`src/rtl/assert_macros.svh`:
```
// assertion macros used by the solver core
`ifndef ASSERT_MACROS_SVH
`define ASSERT_MACROS_SVH

// property that must hold at every clock edge out of reset
`define KP_ASSERT(label, prop, msg) \
    label: assert property (@(posedge i_clk) disable iff (!i_rst_n) (prop)) \
        else $error(msg);

// same-cycle implication
`define KP_ASSERT_IMPL(label, pre, post, msg) \
    label: assert property (@(posedge i_clk) disable iff (!i_rst_n) (pre) |-> (post)) \
        else $error(msg);

// next-cycle implication
`define KP_ASSERT_NEXT(label, pre, post, msg) \
    label: assert property (@(posedge i_clk) disable iff (!i_rst_n) (pre) |=> (post)) \
        else $error(msg);

`endif

```
`src/rtl/kp_pkg.sv`:
```
// shared types and fixed field widths of the knapsack solver
package kp_pkg;

    localparam int CAP_W    = 6;
    localparam int WGT_W    = 6;
    localparam int PRF_IN_W = 16;
    localparam int NUM_W    = 5;
    localparam int VAL_W    = 20;

    localparam logic [VAL_W-1:0] VAL_MAX = '1;

    typedef enum logic [5:0] {
        ST_IDLE    = 6'b000001,
        ST_SWEEP   = 6'b000010,
        ST_DRAIN   = 6'b000100,
        ST_STORE   = 6'b001000,
        ST_TB_CHK  = 6'b010000,
        ST_TB_EVAL = 6'b100000
    } t_state;

endpackage

```
`src/rtl/kp_ifs.sv`:
```
// valid/ready channel interfaces for configuration, input items and results

interface kp_cfg_if;
    import kp_pkg::*;
    logic             valid;
    logic             ready;
    logic [CAP_W-1:0] data;
    modport source (output valid, output data, input ready);
    modport sink   (input valid, input data, output ready);
endinterface

interface kp_item_if;
    import kp_pkg::*;
    logic                valid;
    logic                ready;
    logic [WGT_W-1:0]    item_weight;
    logic [PRF_IN_W-1:0] item_profit;
    logic                last_item;
    modport source (output valid, output item_weight, output item_profit,
                    output last_item, input ready);
    modport sink   (input valid, input item_weight, input item_profit,
                    input last_item, output ready);
endinterface

interface kp_res_if;
    import kp_pkg::*;
    logic             valid;
    logic             ready;
    logic [NUM_W-1:0] item_number;
    logic             selected;
    logic [VAL_W-1:0] total_profit;
    logic             overflow;
    logic             last_result;
    modport source (output valid, output item_number, output selected,
                    output total_profit, output overflow, output last_result,
                    input ready);
    modport sink   (input valid, input item_number, input selected,
                    input total_profit, input overflow, input last_result,
                    output ready);
endinterface

```
`src/rtl/kp_ram.sv`:
```
// generic simple dual-port ram, one write port and one registered read port
module kp_ram #(
    parameter int WIDTH = 8,
    parameter int DEPTH = 16,
    localparam int AW = (DEPTH > 1) ? $clog2(DEPTH) : 1
) (
    input  logic             i_clk,
    input  logic             i_we,
    input  logic [AW-1:0]    i_waddr,
    input  logic [WIDTH-1:0] i_wdata,
    input  logic [AW-1:0]    i_raddr,
    output logic [WIDTH-1:0] o_rdata
);

    logic [WIDTH-1:0] r_mem [DEPTH];
    logic [WIDTH-1:0] r_rdata;

    // write port
    always_ff @(posedge i_clk) begin
        if (i_we) begin
            r_mem[i_waddr] <= i_wdata;
        end
    end

    // registered read port
    always_ff @(posedge i_clk) begin
        r_rdata <= r_mem[i_raddr];
    end

    assign o_rdata = r_rdata;

endmodule

```
`src/rtl/knapsack_01_solver_core.sv`:
```
// 0/1 knapsack solver: each loaded item sweeps the best-value row over all
// capacities MAX_CAPACITY down to 0 through one shared saturating adder and
// comparator, one capacity entry per cycle; a loaded item passes through
// acceptance, the sweep, a pipeline drain state and a state that stores the
// item's take row, and the input is not ready during that time. A dropped
// item (more than MAX_ITEMS) is taken in the idle state with no sweep. After
// the last item the traceback reads one stored item per step from the item
// memory, passing through a check state and an evaluate state per visited
// item and then giving the total result, and it stalls while a result is not
// taken. The best-value row is cleared at the end of each problem through
// per-entry valid bits, with no clearing pass. The capacity register is
// sampled when the traceback starts and is clamped to MAX_CAPACITY.
`include "assert_macros.svh"

module knapsack_01_solver_core #(
    parameter int MAX_ITEMS    = 16,
    parameter int MAX_CAPACITY = 63,
    parameter int PROFIT_BITS  = 16
) (
    input  logic      i_clk,
    input  logic      i_rst_n,
    kp_cfg_if.sink    i_cfg,
    kp_item_if.sink   i_item,
    kp_res_if.source  o_res
);

    import kp_pkg::*;

    localparam int NC = MAX_CAPACITY + 1;
    localparam int CW = $clog2(NC);
    localparam int IW = $clog2(MAX_ITEMS + 1);
    localparam int AW = (MAX_ITEMS > 1) ? $clog2(MAX_ITEMS) : 1;
    localparam int XW = ((CW > WGT_W) ? CW : WGT_W) + 1;
    localparam int SW = ((PROFIT_BITS > VAL_W) ? PROFIT_BITS : VAL_W) + 1;
    localparam int DW = NC + WGT_W + PROFIT_BITS;

    // control state
    t_state           r_state, n_state;
    logic [CAP_W-1:0] r_cap, n_cap;
    logic [IW-1:0]    r_cnt, n_cnt;
    logic             r_drop, n_drop;
    logic [NC-1:0]    r_rv, n_rv;
    logic             r_s1_vld, n_s1_vld;
    logic             r_ov, n_ov;

    // datapath registers
    logic [WGT_W-1:0]       r_w, n_w;
    logic [PROFIT_BITS-1:0] r_p, n_p;
    logic                   r_last, n_last;
    logic [CW-1:0]          r_j, n_j;
    logic [NC-1:0]          r_take, n_take;
    logic [CW-1:0]          r_s1_j, n_s1_j;
    logic                   r_s1_ok, n_s1_ok;
    logic                   r_s1_va, n_s1_va;
    logic                   r_s1_vb, n_s1_vb;
    logic [IW-1:0]          r_i, n_i;
    logic [CW-1:0]          r_tj, n_tj;
    logic [VAL_W-1:0]       r_sum, n_sum;
    logic [NUM_W-1:0]       r_onum, n_onum;
    logic                   r_osel, n_osel;
    logic [VAL_W-1:0]       r_otot, n_otot;
    logic                   r_oovf, n_oovf;
    logic                   r_olast, n_olast;

    logic                   w_in_acc;
    logic                   w_out_free;
    logic                   w_load_total;
    logic [PROFIT_BITS-1:0] w_p;
    logic [CW-1:0]          w_clamp;
    logic [CW-1:0]          w_jb;
    logic                   w_ok;
    logic [VAL_W-1:0]       w_rd_a, w_rd_b;
    logic [VAL_W-1:0]       w_skip, w_base;
    logic [VAL_W-1:0]       w_add_a;
    logic [PROFIT_BITS-1:0] w_add_b;
    logic [SW-1:0]          w_add_full;
    logic [VAL_W-1:0]       w_add;
    logic                   w_row_we;
    logic [DW-1:0]          w_it_rd;
    logic [NC-1:0]          w_tb_take;
    logic [WGT_W-1:0]       w_tb_w;
    logic [PROFIT_BITS-1:0] w_tb_p;
    logic                   w_tb_bit;
    logic [CW-1:0]          w_tb_next_j;
    logic [IW-1:0]          w_tb_idx;

    // handshakes
    assign w_in_acc      = i_item.valid && i_item.ready;
    assign i_item.ready  = (r_state == ST_IDLE);
    assign i_cfg.ready   = 1'b1;
    assign w_out_free    = !r_ov || o_res.ready;

    // profit narrowed or widened to the working width
    generate
        if (PROFIT_BITS <= PRF_IN_W) begin : g_prf_narrow
            assign w_p = i_item.item_profit[PROFIT_BITS-1:0];
        end else begin : g_prf_wide
            assign w_p = {{(PROFIT_BITS-PRF_IN_W){1'b0}}, i_item.item_profit};
        end
    endgenerate

    // traceback start capacity, clamped
    assign w_clamp = (XW'(r_cap) > XW'(MAX_CAPACITY)) ? CW'(MAX_CAPACITY) : CW'(r_cap);

    // sweep read addresses: skip entry j and take source j - weight
    assign w_jb = CW'(XW'(r_j) - XW'(r_w));
    assign w_ok = (r_j != '0) && (XW'(r_j) >= XW'(r_w));

    // best-value row, two copies so both operands read in the same cycle
    kp_ram #(.WIDTH(VAL_W), .DEPTH(NC)) u_row_a (
        .i_clk   (i_clk),
        .i_we    (w_row_we),
        .i_waddr (r_s1_j),
        .i_wdata (w_add),
        .i_raddr (r_j),
        .o_rdata (w_rd_a)
    );

    kp_ram #(.WIDTH(VAL_W), .DEPTH(NC)) u_row_b (
        .i_clk   (i_clk),
        .i_we    (w_row_we),
        .i_waddr (r_s1_j),
        .i_wdata (w_add),
        .i_raddr (w_jb),
        .o_rdata (w_rd_b)
    );

    // entries not written in this problem read as zero
    assign w_skip = r_s1_va ? w_rd_a : '0;
    assign w_base = r_s1_vb ? w_rd_b : '0;

    // per-item store: take row, weight, profit
    assign w_tb_idx = r_i - IW'(1);

    kp_ram #(.WIDTH(DW), .DEPTH(MAX_ITEMS)) u_items (
        .i_clk   (i_clk),
        .i_we    (r_state == ST_STORE),
        .i_waddr (r_cnt[AW-1:0]),
        .i_wdata ({r_take, r_w, r_p}),
        .i_raddr (w_tb_idx[AW-1:0]),
        .o_rdata (w_it_rd)
    );

    assign w_tb_take = w_it_rd[DW-1 -: NC];
    assign w_tb_w    = w_it_rd[PROFIT_BITS +: WGT_W];
    assign w_tb_p    = w_it_rd[PROFIT_BITS-1:0];
    assign w_tb_bit  = w_tb_take[r_tj];
    assign w_tb_next_j = (XW'(w_tb_w) <= XW'(r_tj)) ? CW'(XW'(r_tj) - XW'(w_tb_w)) : '0;

    // shared saturating adder: row update during the sweep, running total in traceback
    assign w_add_a    = r_s1_vld ? w_base : r_sum;
    assign w_add_b    = r_s1_vld ? r_p : w_tb_p;
    assign w_add_full = SW'(w_add_a) + SW'(w_add_b);
    assign w_add      = (w_add_full > SW'(VAL_MAX)) ? VAL_MAX : w_add_full[VAL_W-1:0];

    // take only when strictly better than skip
    assign w_row_we = r_s1_vld && r_s1_ok && (w_add > w_skip);

    assign w_load_total = (r_state == ST_TB_CHK) && ((r_i == '0) || (r_tj == '0)) && w_out_free;

    // next-state and datapath logic
    always_comb begin
        n_state  = r_state;
        n_cap    = r_cap;
        n_cnt    = r_cnt;
        n_drop   = r_drop;
        n_rv     = r_rv;
        n_ov     = r_ov;
        n_w      = r_w;
        n_p      = r_p;
        n_last   = r_last;
        n_j      = r_j;
        n_take   = r_take;
        n_i      = r_i;
        n_tj     = r_tj;
        n_sum    = r_sum;
        n_onum   = r_onum;
        n_osel   = r_osel;
        n_otot   = r_otot;
        n_oovf   = r_oovf;
        n_olast  = r_olast;

        // sweep pipeline stage one
        n_s1_vld = (r_state == ST_SWEEP);
        n_s1_j   = r_j;
        n_s1_ok  = w_ok;
        n_s1_va  = r_rv[r_j];
        n_s1_vb  = r_rv[w_jb];

        if (w_row_we) begin
            n_rv[r_s1_j] = 1'b1;
        end
        if (r_s1_vld) begin
            n_take = {r_take[NC-2:0], w_row_we};
        end

        // configuration write
        if (i_cfg.valid) begin
            n_cap = i_cfg.data;
        end

        // result register drains when taken
        if (r_ov && o_res.ready) begin
            n_ov = 1'b0;
        end

        unique case (r_state)
            ST_IDLE: begin
                if (w_in_acc) begin
                    n_w    = i_item.item_weight;
                    n_p    = w_p;
                    n_last = i_item.last_item;
                    if (r_cnt < IW'(MAX_ITEMS)) begin
                        n_j     = CW'(MAX_CAPACITY);
                        n_state = ST_SWEEP;
                    end else begin
                        n_drop = 1'b1;
                        if (i_item.last_item) begin
                            n_i     = r_cnt;
                            n_tj    = w_clamp;
                            n_sum   = '0;
                            n_state = ST_TB_CHK;
                        end
                    end
                end
            end
            ST_SWEEP: begin
                if (r_j == '0) begin
                    n_state = ST_DRAIN;
                end else begin
                    n_j = r_j - CW'(1);
                end
            end
            ST_DRAIN: begin
                n_state = ST_STORE;
            end
            ST_STORE: begin
                n_cnt = r_cnt + IW'(1);
                if (r_last) begin
                    n_i     = r_cnt + IW'(1);
                    n_tj    = w_clamp;
                    n_sum   = '0;
                    n_state = ST_TB_CHK;
                end else begin
                    n_state = ST_IDLE;
                end
            end
            ST_TB_CHK: begin
                if ((r_i == '0) || (r_tj == '0)) begin
                    if (w_out_free) begin
                        n_ov    = 1'b1;
                        n_onum  = '0;
                        n_osel  = 1'b0;
                        n_otot  = r_sum;
                        n_oovf  = r_drop;
                        n_olast = 1'b1;
                        n_cnt   = '0;
                        n_drop  = 1'b0;
                        n_rv    = '0;
                        n_state = ST_IDLE;
                    end
                end else begin
                    n_state = ST_TB_EVAL;
                end
            end
            ST_TB_EVAL: begin
                if (w_out_free) begin
                    n_ov    = 1'b1;
                    n_onum  = NUM_W'(r_i);
                    n_osel  = w_tb_bit;
                    n_otot  = '0;
                    n_oovf  = 1'b0;
                    n_olast = 1'b0;
                    if (w_tb_bit) begin
                        n_sum = w_add;
                        n_tj  = w_tb_next_j;
                    end
                    n_i     = r_i - IW'(1);
                    n_state = ST_TB_CHK;
                end
            end
            default: begin
                n_state = ST_IDLE;
            end
        endcase
    end

    // registers, control state cleared by reset
    always_ff @(posedge i_clk) begin
        if (!i_rst_n) begin
            r_state  <= ST_IDLE;
            r_cap    <= '0;
            r_cnt    <= '0;
            r_drop   <= 1'b0;
            r_rv     <= '0;
            r_s1_vld <= 1'b0;
            r_ov     <= 1'b0;
        end else begin
            r_state  <= n_state;
            r_cap    <= n_cap;
            r_cnt    <= n_cnt;
            r_drop   <= n_drop;
            r_rv     <= n_rv;
            r_s1_vld <= n_s1_vld;
            r_ov     <= n_ov;
        end
    end

    // payload registers
    always_ff @(posedge i_clk) begin
        r_w     <= n_w;
        r_p     <= n_p;
        r_last  <= n_last;
        r_j     <= n_j;
        r_take  <= n_take;
        r_s1_j  <= n_s1_j;
        r_s1_ok <= n_s1_ok;
        r_s1_va <= n_s1_va;
        r_s1_vb <= n_s1_vb;
        r_i     <= n_i;
        r_tj    <= n_tj;
        r_sum   <= n_sum;
        r_onum  <= n_onum;
        r_osel  <= n_osel;
        r_otot  <= n_otot;
        r_oovf  <= n_oovf;
        r_olast <= n_olast;
    end

    // result channel
    assign o_res.valid        = r_ov;
    assign o_res.item_number  = r_onum;
    assign o_res.selected     = r_osel;
    assign o_res.total_profit = r_otot;
    assign o_res.overflow     = r_oovf;
    assign o_res.last_result  = r_olast;

    // checks
    `KP_ASSERT_IMPL(a_row_we_in_sweep, w_row_we, (r_state == ST_SWEEP) || (r_state == ST_DRAIN), "row written outside the sweep")
    `KP_ASSERT(a_cnt_bound, r_cnt <= IW'(MAX_ITEMS), "item count beyond the item store")
    `KP_ASSERT_IMPL(a_tb_eval_live, r_state == ST_TB_EVAL, (r_i != '0) && (r_tj != '0), "traceback step with nothing left")
    `KP_ASSERT_NEXT(a_total_clears, w_load_total, (r_cnt == '0) && (r_rv == '0) && r_ov && r_olast, "problem not cleared after total item")

endmodule
```
`src/flat_wrapper.sv`:
```
// flat-port wrapper written by rule: the top's interface ports become plain ports
module knapsack_01_solver_core_flat import kp_pkg::*;
#(
    parameter int MAX_ITEMS    = 16,
    parameter int MAX_CAPACITY = 63,
    parameter int PROFIT_BITS  = 16
)
  (i_clk, i_rst_n, i_cfg_valid, i_cfg_data, i_cfg_ready, i_item_valid, i_item_item_weight, i_item_item_profit, i_item_last_item, i_item_ready, o_res_valid, o_res_item_number, o_res_selected, o_res_total_profit, o_res_overflow, o_res_last_result, o_res_ready);
  kp_cfg_if i_cfg_i ();
  kp_item_if i_item_i ();
  kp_res_if o_res_i ();
  input  logic i_clk;
  input  logic i_rst_n;
  input wire logic [$bits(i_cfg_i.valid)-1:0] i_cfg_valid;
  input wire logic [$bits(i_cfg_i.data)-1:0] i_cfg_data;
  output wire logic [$bits(i_cfg_i.ready)-1:0] i_cfg_ready;
  input wire logic [$bits(i_item_i.valid)-1:0] i_item_valid;
  input wire logic [$bits(i_item_i.item_weight)-1:0] i_item_item_weight;
  input wire logic [$bits(i_item_i.item_profit)-1:0] i_item_item_profit;
  input wire logic [$bits(i_item_i.last_item)-1:0] i_item_last_item;
  output wire logic [$bits(i_item_i.ready)-1:0] i_item_ready;
  output wire logic [$bits(o_res_i.valid)-1:0] o_res_valid;
  output wire logic [$bits(o_res_i.item_number)-1:0] o_res_item_number;
  output wire logic [$bits(o_res_i.selected)-1:0] o_res_selected;
  output wire logic [$bits(o_res_i.total_profit)-1:0] o_res_total_profit;
  output wire logic [$bits(o_res_i.overflow)-1:0] o_res_overflow;
  output wire logic [$bits(o_res_i.last_result)-1:0] o_res_last_result;
  input wire logic [$bits(o_res_i.ready)-1:0] o_res_ready;
  assign i_cfg_i.valid = i_cfg_valid;
  assign i_cfg_i.data = i_cfg_data;
  assign i_cfg_ready = i_cfg_i.ready;
  assign i_item_i.valid = i_item_valid;
  assign i_item_i.item_weight = i_item_item_weight;
  assign i_item_i.item_profit = i_item_item_profit;
  assign i_item_i.last_item = i_item_last_item;
  assign i_item_ready = i_item_i.ready;
  assign o_res_valid = o_res_i.valid;
  assign o_res_item_number = o_res_i.item_number;
  assign o_res_selected = o_res_i.selected;
  assign o_res_total_profit = o_res_i.total_profit;
  assign o_res_overflow = o_res_i.overflow;
  assign o_res_last_result = o_res_i.last_result;
  assign o_res_i.ready = o_res_ready;
  knapsack_01_solver_core #(.MAX_ITEMS(MAX_ITEMS), .MAX_CAPACITY(MAX_CAPACITY), .PROFIT_BITS(PROFIT_BITS)) u_core (.i_clk(i_clk), .i_rst_n(i_rst_n), .i_cfg(i_cfg_i), .i_item(i_item_i), .o_res(o_res_i));
endmodule
```
`config.mk`:
```
export PLATFORM = sky130hd
export DESIGN_NAME = knapsack_01_solver_core_flat
export DESIGN_NICKNAME = d
export VERILOG_FILES = /design/src/rtl/kp_pkg.sv /design/src/rtl/kp_ifs.sv /design/src/rtl/kp_ram.sv /design/src/rtl/knapsack_01_solver_core.sv /design/src/flat_wrapper.sv
export VERILOG_INCLUDE_DIRS = /design/src /design/src/rtl
export SDC_FILE = /design/constraint.sdc
export NUM_CORES = 2
export LEC_CHECK = 0
export BUFFER_PORTS_ARGS = -buffer_cell sky130_fd_sc_hd__buf_2
export CORE_UTILIZATION = 50
export DETAILED_ROUTE_END_ITERATION = 8
export GPL_ROUTABILITY_DRIVEN = 0
export MAX_ROUTING_LAYER = met4
export PLACE_DENSITY = 0.73
export SLEW_MARGIN = 20
export SYNTH_ARGS = -nofsm -noshare
export SYNTH_HDL_FRONTEND = slang
export SYNTH_SLANG_ARGS = --single-unit
```
`constraint.sdc`:
```
create_clock -name i_clk -period 12.05 [get_ports i_clk]
set_clock_uncertainty 0.2 [all_clocks]
set_input_delay 3.0125 -clock i_clk [delete_from_list [all_inputs] [get_ports i_clk]]
set_output_delay 3.0125 -clock i_clk [all_outputs]
set_load 0.005 [all_outputs]
```
==> results.json <==
{
  "result_of_the_run": "finished clean",
  "worstSetupStartpointType": "register",
  "leakagePower_nw": 43.38,
  "cts_tree": "built",
  "synth-seq-area-share_pct": 70.38,
  "worst-endpoint-arrival_ns": 9.34,
  "final_layout_size_suffix_gt1_share_pct": 33.11,
  "finalHoldViolations": 0,
  "hold_path_class": "reg -> reg",
  "setup_repair_after_global_routing_missed_its_margin": "no",
  "ctsRootBufferMaster": "sky130_fd_sc_hd__clkbuf_16",
  "fp.coreArea_sq_mm": 0.2496,
  "synth_area_leader_cell": "sky130_fd_sc_hd__edfxtp_1",
  "post_cts_buffers": 0,
  "dr.max_layer_used": "met4",
  "postSynthAreaPerCell_sq_um": 21.43,
  "post_cts_resized": 0,
  "ff2ff_setup_slack_ns": 3.12,
  "period_minus_slack_ns": 8.933,
  "synth_warnings": 0,
  "achievable-frequency_mhz": 111.9,
  "antenna_found_initial": 20,
  "grt_max_degree": 168,
  "initial_utilization_pct": 50.50,
  "detailedPlace.worstSlack_ns": 3.310,
  "die_area_sq_mm": 0.2541,
  "power_switching_share_pct": 21.33,
  "synth_fp_nets": 5975,
  "comb_power_share_pct": 5.5,
  "netlist_area_before_placement_sq_mm": 0.1260,
  "layout-area-overhead-vs-synth_pct": 11.90,
  "worst_case_headroom_to_the_max_slew_limit_pct": 21.53,
  "clock_power_share_pct": 42.5,
  "total_cell_area_at_the_placement_stage_sq_mm": 0.1310,
  "post-route-worst-setup-slack_ns": 3.117,
  "critPathMostFrequentCell": "sky130_fd_sc_hd__buf_4",
  "wl_met2_um": 158600,
  "setup_viol_count_final": 0,
  "routed_wire_length_um": 334700,
  "row_count": 183,
  "synth_seq_cells": 3027,
  "postCtsHoldBufs": 0,
  "finalCritPeriodShare_pct": 74.13,
  "grt.total_usage_pct": 27.08,
  "p_switching_mw": 4.744,
  "synth.distinct_cells": 66,
  "post_synthesis_async_set_or_reset_flop_share_pct": 0,
  "dp.final_hpwl_um": 196000,
  "worstPathRequired_ns": 12.45,
  "crit_path_largest_cell_delay_ns": 0.82,
  "cellPowerDensity_mw_per_mm2": 157.7,
  "crit_path_max_fanout": 65,
  "timing.setup.tns_ns": 0,
  "clock_insertion_delay_at_the_later_pin_of_the_skew_report_ns": 0.97,
  "synth_top_area_share_pct": 66.90,
  "grt_overflow": 0,
  "numClockSinks": 3027,
  "grt_pass1_wl_um": 477000,
  "fin_hold_ws_ns": 0.2710,
  "worstSetupPathType": "reg -> reg",
  "detail_route.iter0.violations": 10489,
  "die_x_um": 504.1,
  "vias_in_the_first_global_route": 64114,
  "synth_flop_cell": "sky130_fd_sc_hd__edfxtp_1",
  "detail_route.wirelength.met1_um": 122500,
  "timing.max_cap.violations": 0,
  "die_span_y_um": 504.1,
  "cts_made_buffers": 313,
  "number_of_enable_type_register_cells_in_the_synthesized_netlist": 2808,
  "endpoint_class_of_the_critical_path": "register",
  "routed-wl-met3_um": 38930,
  "clockBufferDepth": 4,
  "worst_ir_drop_vdd_v": 0.0001485,
  "portBuffers": 63,
  "yosys-top-cells-area": "sky130_fd_sc_hd__edfxtp_1 (67%), sky130_fd_sc_hd__mux4_2 (22%), sky130_fd_sc_hd__dfxtp_1 (3.5%)",
  "drt_first_pass_iters": 6,
  "power.internal_mw": 17.49,
  "htree_num_levels": 5,
  "vias_per_cell": 6.812,
  "worstPathCellList": "buf_4 -> mux2_2 -> ha_1 -> inv_1 -> fa_1 -> nor2b_1 -> o2111ai_1 -> a211o_1 -> a21oi_1 -> o21ai_4 -> buf_4 -> nand2_2 -> buf_4 -> ha_1 -> and3_1 -> nand3_1 -> or4_1 -> nand3_4 -> buf_4 -> nor3_2 -> buf_4",
  "layout.cell_area.non_filler_sq_mm": 0.1410,
  "nets": 6154,
  "vias": 65604,
  "tightestPinTransition_ns": 1.177,
  "synthCells": 5882,
  "antenna_violating_nets_post_route": 0,
  "timing_max_transition_violations_final": 0,
  "power_frac_seq_pct": 52.0,
  "wl_per_cell_um": 34.76,
  "crit_slowest_cell": "sky130_fd_sc_hd__nor3_2",
  "post-route-drc-count": 0,
  "top_level_pins": 65,
  "clk_pin_slew_worst_paths_ns": 0.06
}
layout make-up:
cell class	count	area, sq um
Multi-Input combinational cell	2415	36120
Inverter	50	187.7
Antenna cell	10	25.02
Clock inverter	115	1225
Fill cell	17775	108500
Tap cell	3330	4167
Clock buffer	430	8705
Timing Repair Buffer	254	1894
Sequential cell	3027	88710
routing by layer:
layer,vias to the layer above,GRT usage (%)
met4,0,10.40
met2,4510,40.70
met1,34956,36.32
li1,25509,-
met3,629,6.138
met5,-,-
per-stage QoR:
step           total power, mW  utilization (%)  instances
3_5_place_dp             12.98            52.51       9075
4_1_cts                  22.31            56.48       9620
2_1_floorplan            12.48                -       5882
6_report                 22.24            56.51       9631
3_3_place_gp             12.97            52.51       9075
5_1_grt                  22.74            56.50       9627
logic make-up after synthesis:
kind of cell             Yosys count  share of synthesized area (%)
other                              1                       0.002975
XOR/XNOR                          25                         0.1737
AND/OR/NAND/NOR                  587                          2.156
multiplexers                    1367                          23.16
adder cells (fa/ha/maj)           59                         0.6036
buffers and inverters            440                          1.527
AO/OA/AOI/OAI                    376                          1.992
flip-flops                      3027                          70.38
state kept, by name, indices dropped and copies added, names as in the netlist, 16 cells and up:
signal                     cells
u_core.u_row_a.r_mem         100
u_core.u_items.o_rdata        86
u_core.u_row_a.o_rdata        20
u_core.u_row_b.r_mem        1180
u_core.r_sum                  20
u_core.u_items.r_mem        1376
u_core.r_take                 64
u_core.o_res.total_profit     20
u_core.r_rv                   64
u_core.r_p                    16
u_core.u_row_b.o_rdata        20
Yosys cell counts (49+ instances only):
library cell	count
sky130_fd_sc_hd__clkbuf_1	192
sky130_fd_sc_hd__mux4_2	1237
sky130_fd_sc_hd__o31ai_1	58
sky130_fd_sc_hd__nand2_1	247
sky130_fd_sc_hd__nor3_1	77
sky130_fd_sc_hd__ha_1	56
sky130_fd_sc_hd__o21ai_0	61
sky130_fd_sc_hd__mux2i_1	106
sky130_fd_sc_hd__buf_2	122
sky130_fd_sc_hd__edfxtp_1	2808
sky130_fd_sc_hd__a21oi_1	51
sky130_fd_sc_hd__inv_1	49
sky130_fd_sc_hd__dfxtp_1	219
sky130_fd_sc_hd__buf_1	51
sky130_fd_sc_hd__nor2_1	107
cells in the final DEF, fill, tap and decap left out, types with 12 or more instances in the layout:
cell                        netlist  routed
sky130_fd_sc_hd__buf_4           18     180
sky130_fd_sc_hd__a31oi_1         22      22
sky130_fd_sc_hd__mux4_2        1237    1237
sky130_fd_sc_hd__nand2_1        247     231
sky130_fd_sc_hd__nor2b_1         37      37
sky130_fd_sc_hd__nor2_1         107      93
sky130_fd_sc_hd__ha_1            56      54
sky130_fd_sc_hd__o31ai_1         58      58
sky130_fd_sc_hd__nand3_1         18      17
sky130_fd_sc_hd__a21o_1          13      13
sky130_fd_sc_hd__and2_1          19      18
sky130_fd_sc_hd__nand4_1         12      12
sky130_fd_sc_hd__nor3_1          77      16
sky130_fd_sc_hd__mux2_2          24      24
sky130_fd_sc_hd__clkinv_1         1      31
sky130_fd_sc_hd__a21oi_1         51      50
sky130_fd_sc_hd__clkinv_2         0      38
sky130_fd_sc_hd__edfxtp_1      2808    2808
sky130_fd_sc_hd__a211oi_1        38      38
sky130_fd_sc_hd__nor2_4           0      13
sky130_fd_sc_hd__bufinv_16        0      23
sky130_fd_sc_hd__clkbuf_16        0     320
sky130_fd_sc_hd__o22ai_1         37      37
sky130_fd_sc_hd__nor3_2           1      61
sky130_fd_sc_hd__dfxtp_1        219     218
sky130_fd_sc_hd__mux2i_1        106     105
sky130_fd_sc_hd__o21ai_1         14      13
sky130_fd_sc_hd__o21ai_0         61      60
sky130_fd_sc_hd__clkbuf_1       192      81
sky130_fd_sc_hd__clkbuf_8         0      28
sky130_fd_sc_hd__buf_2          122      63
sky130_fd_sc_hd__a22oi_1         20      20
sky130_fd_sc_hd__inv_1           49      49
path summary, 6_finish.rpt:
check             startpoint                     endpoint  cells after the start
min          u_core.r_rv[10]              u_core.r_rv[10]                      2
min reg2reg  u_core.r_rv[10]              u_core.r_rv[10]                      2
max reg2reg  u_core.r_s1_vld  u_core.u_row_b.r_mem[13][0]                     21
max          u_core.r_s1_vld  u_core.u_row_b.r_mem[13][0]                     21
worst max-delay path: cells and delay by family (launching register included):
family | cells | cell delay [ns]
flops | 1 | 0.61
fa+ha+maj | 3 | 1.02
mux | 1 | 0.29
compound gates | 4 | 1.32
buf+inv | 6 | 2.64
simple gates | 7 | 2.41
power by group through the flow:
stage / clock network (mW) / registers [mW] / logic (mW)
floorplan: 0 / 11.8 / 0.713
CTS: 9.55 / 11.6 / 1.20
detailed placement: 0 / 11.8 / 1.19
global route: 9.94 / 11.6 / 1.24
global placement: 0 / 11.8 / 1.19
finish: 9.46 / 11.6 / 1.22
(Power assumes the default switching activity.)
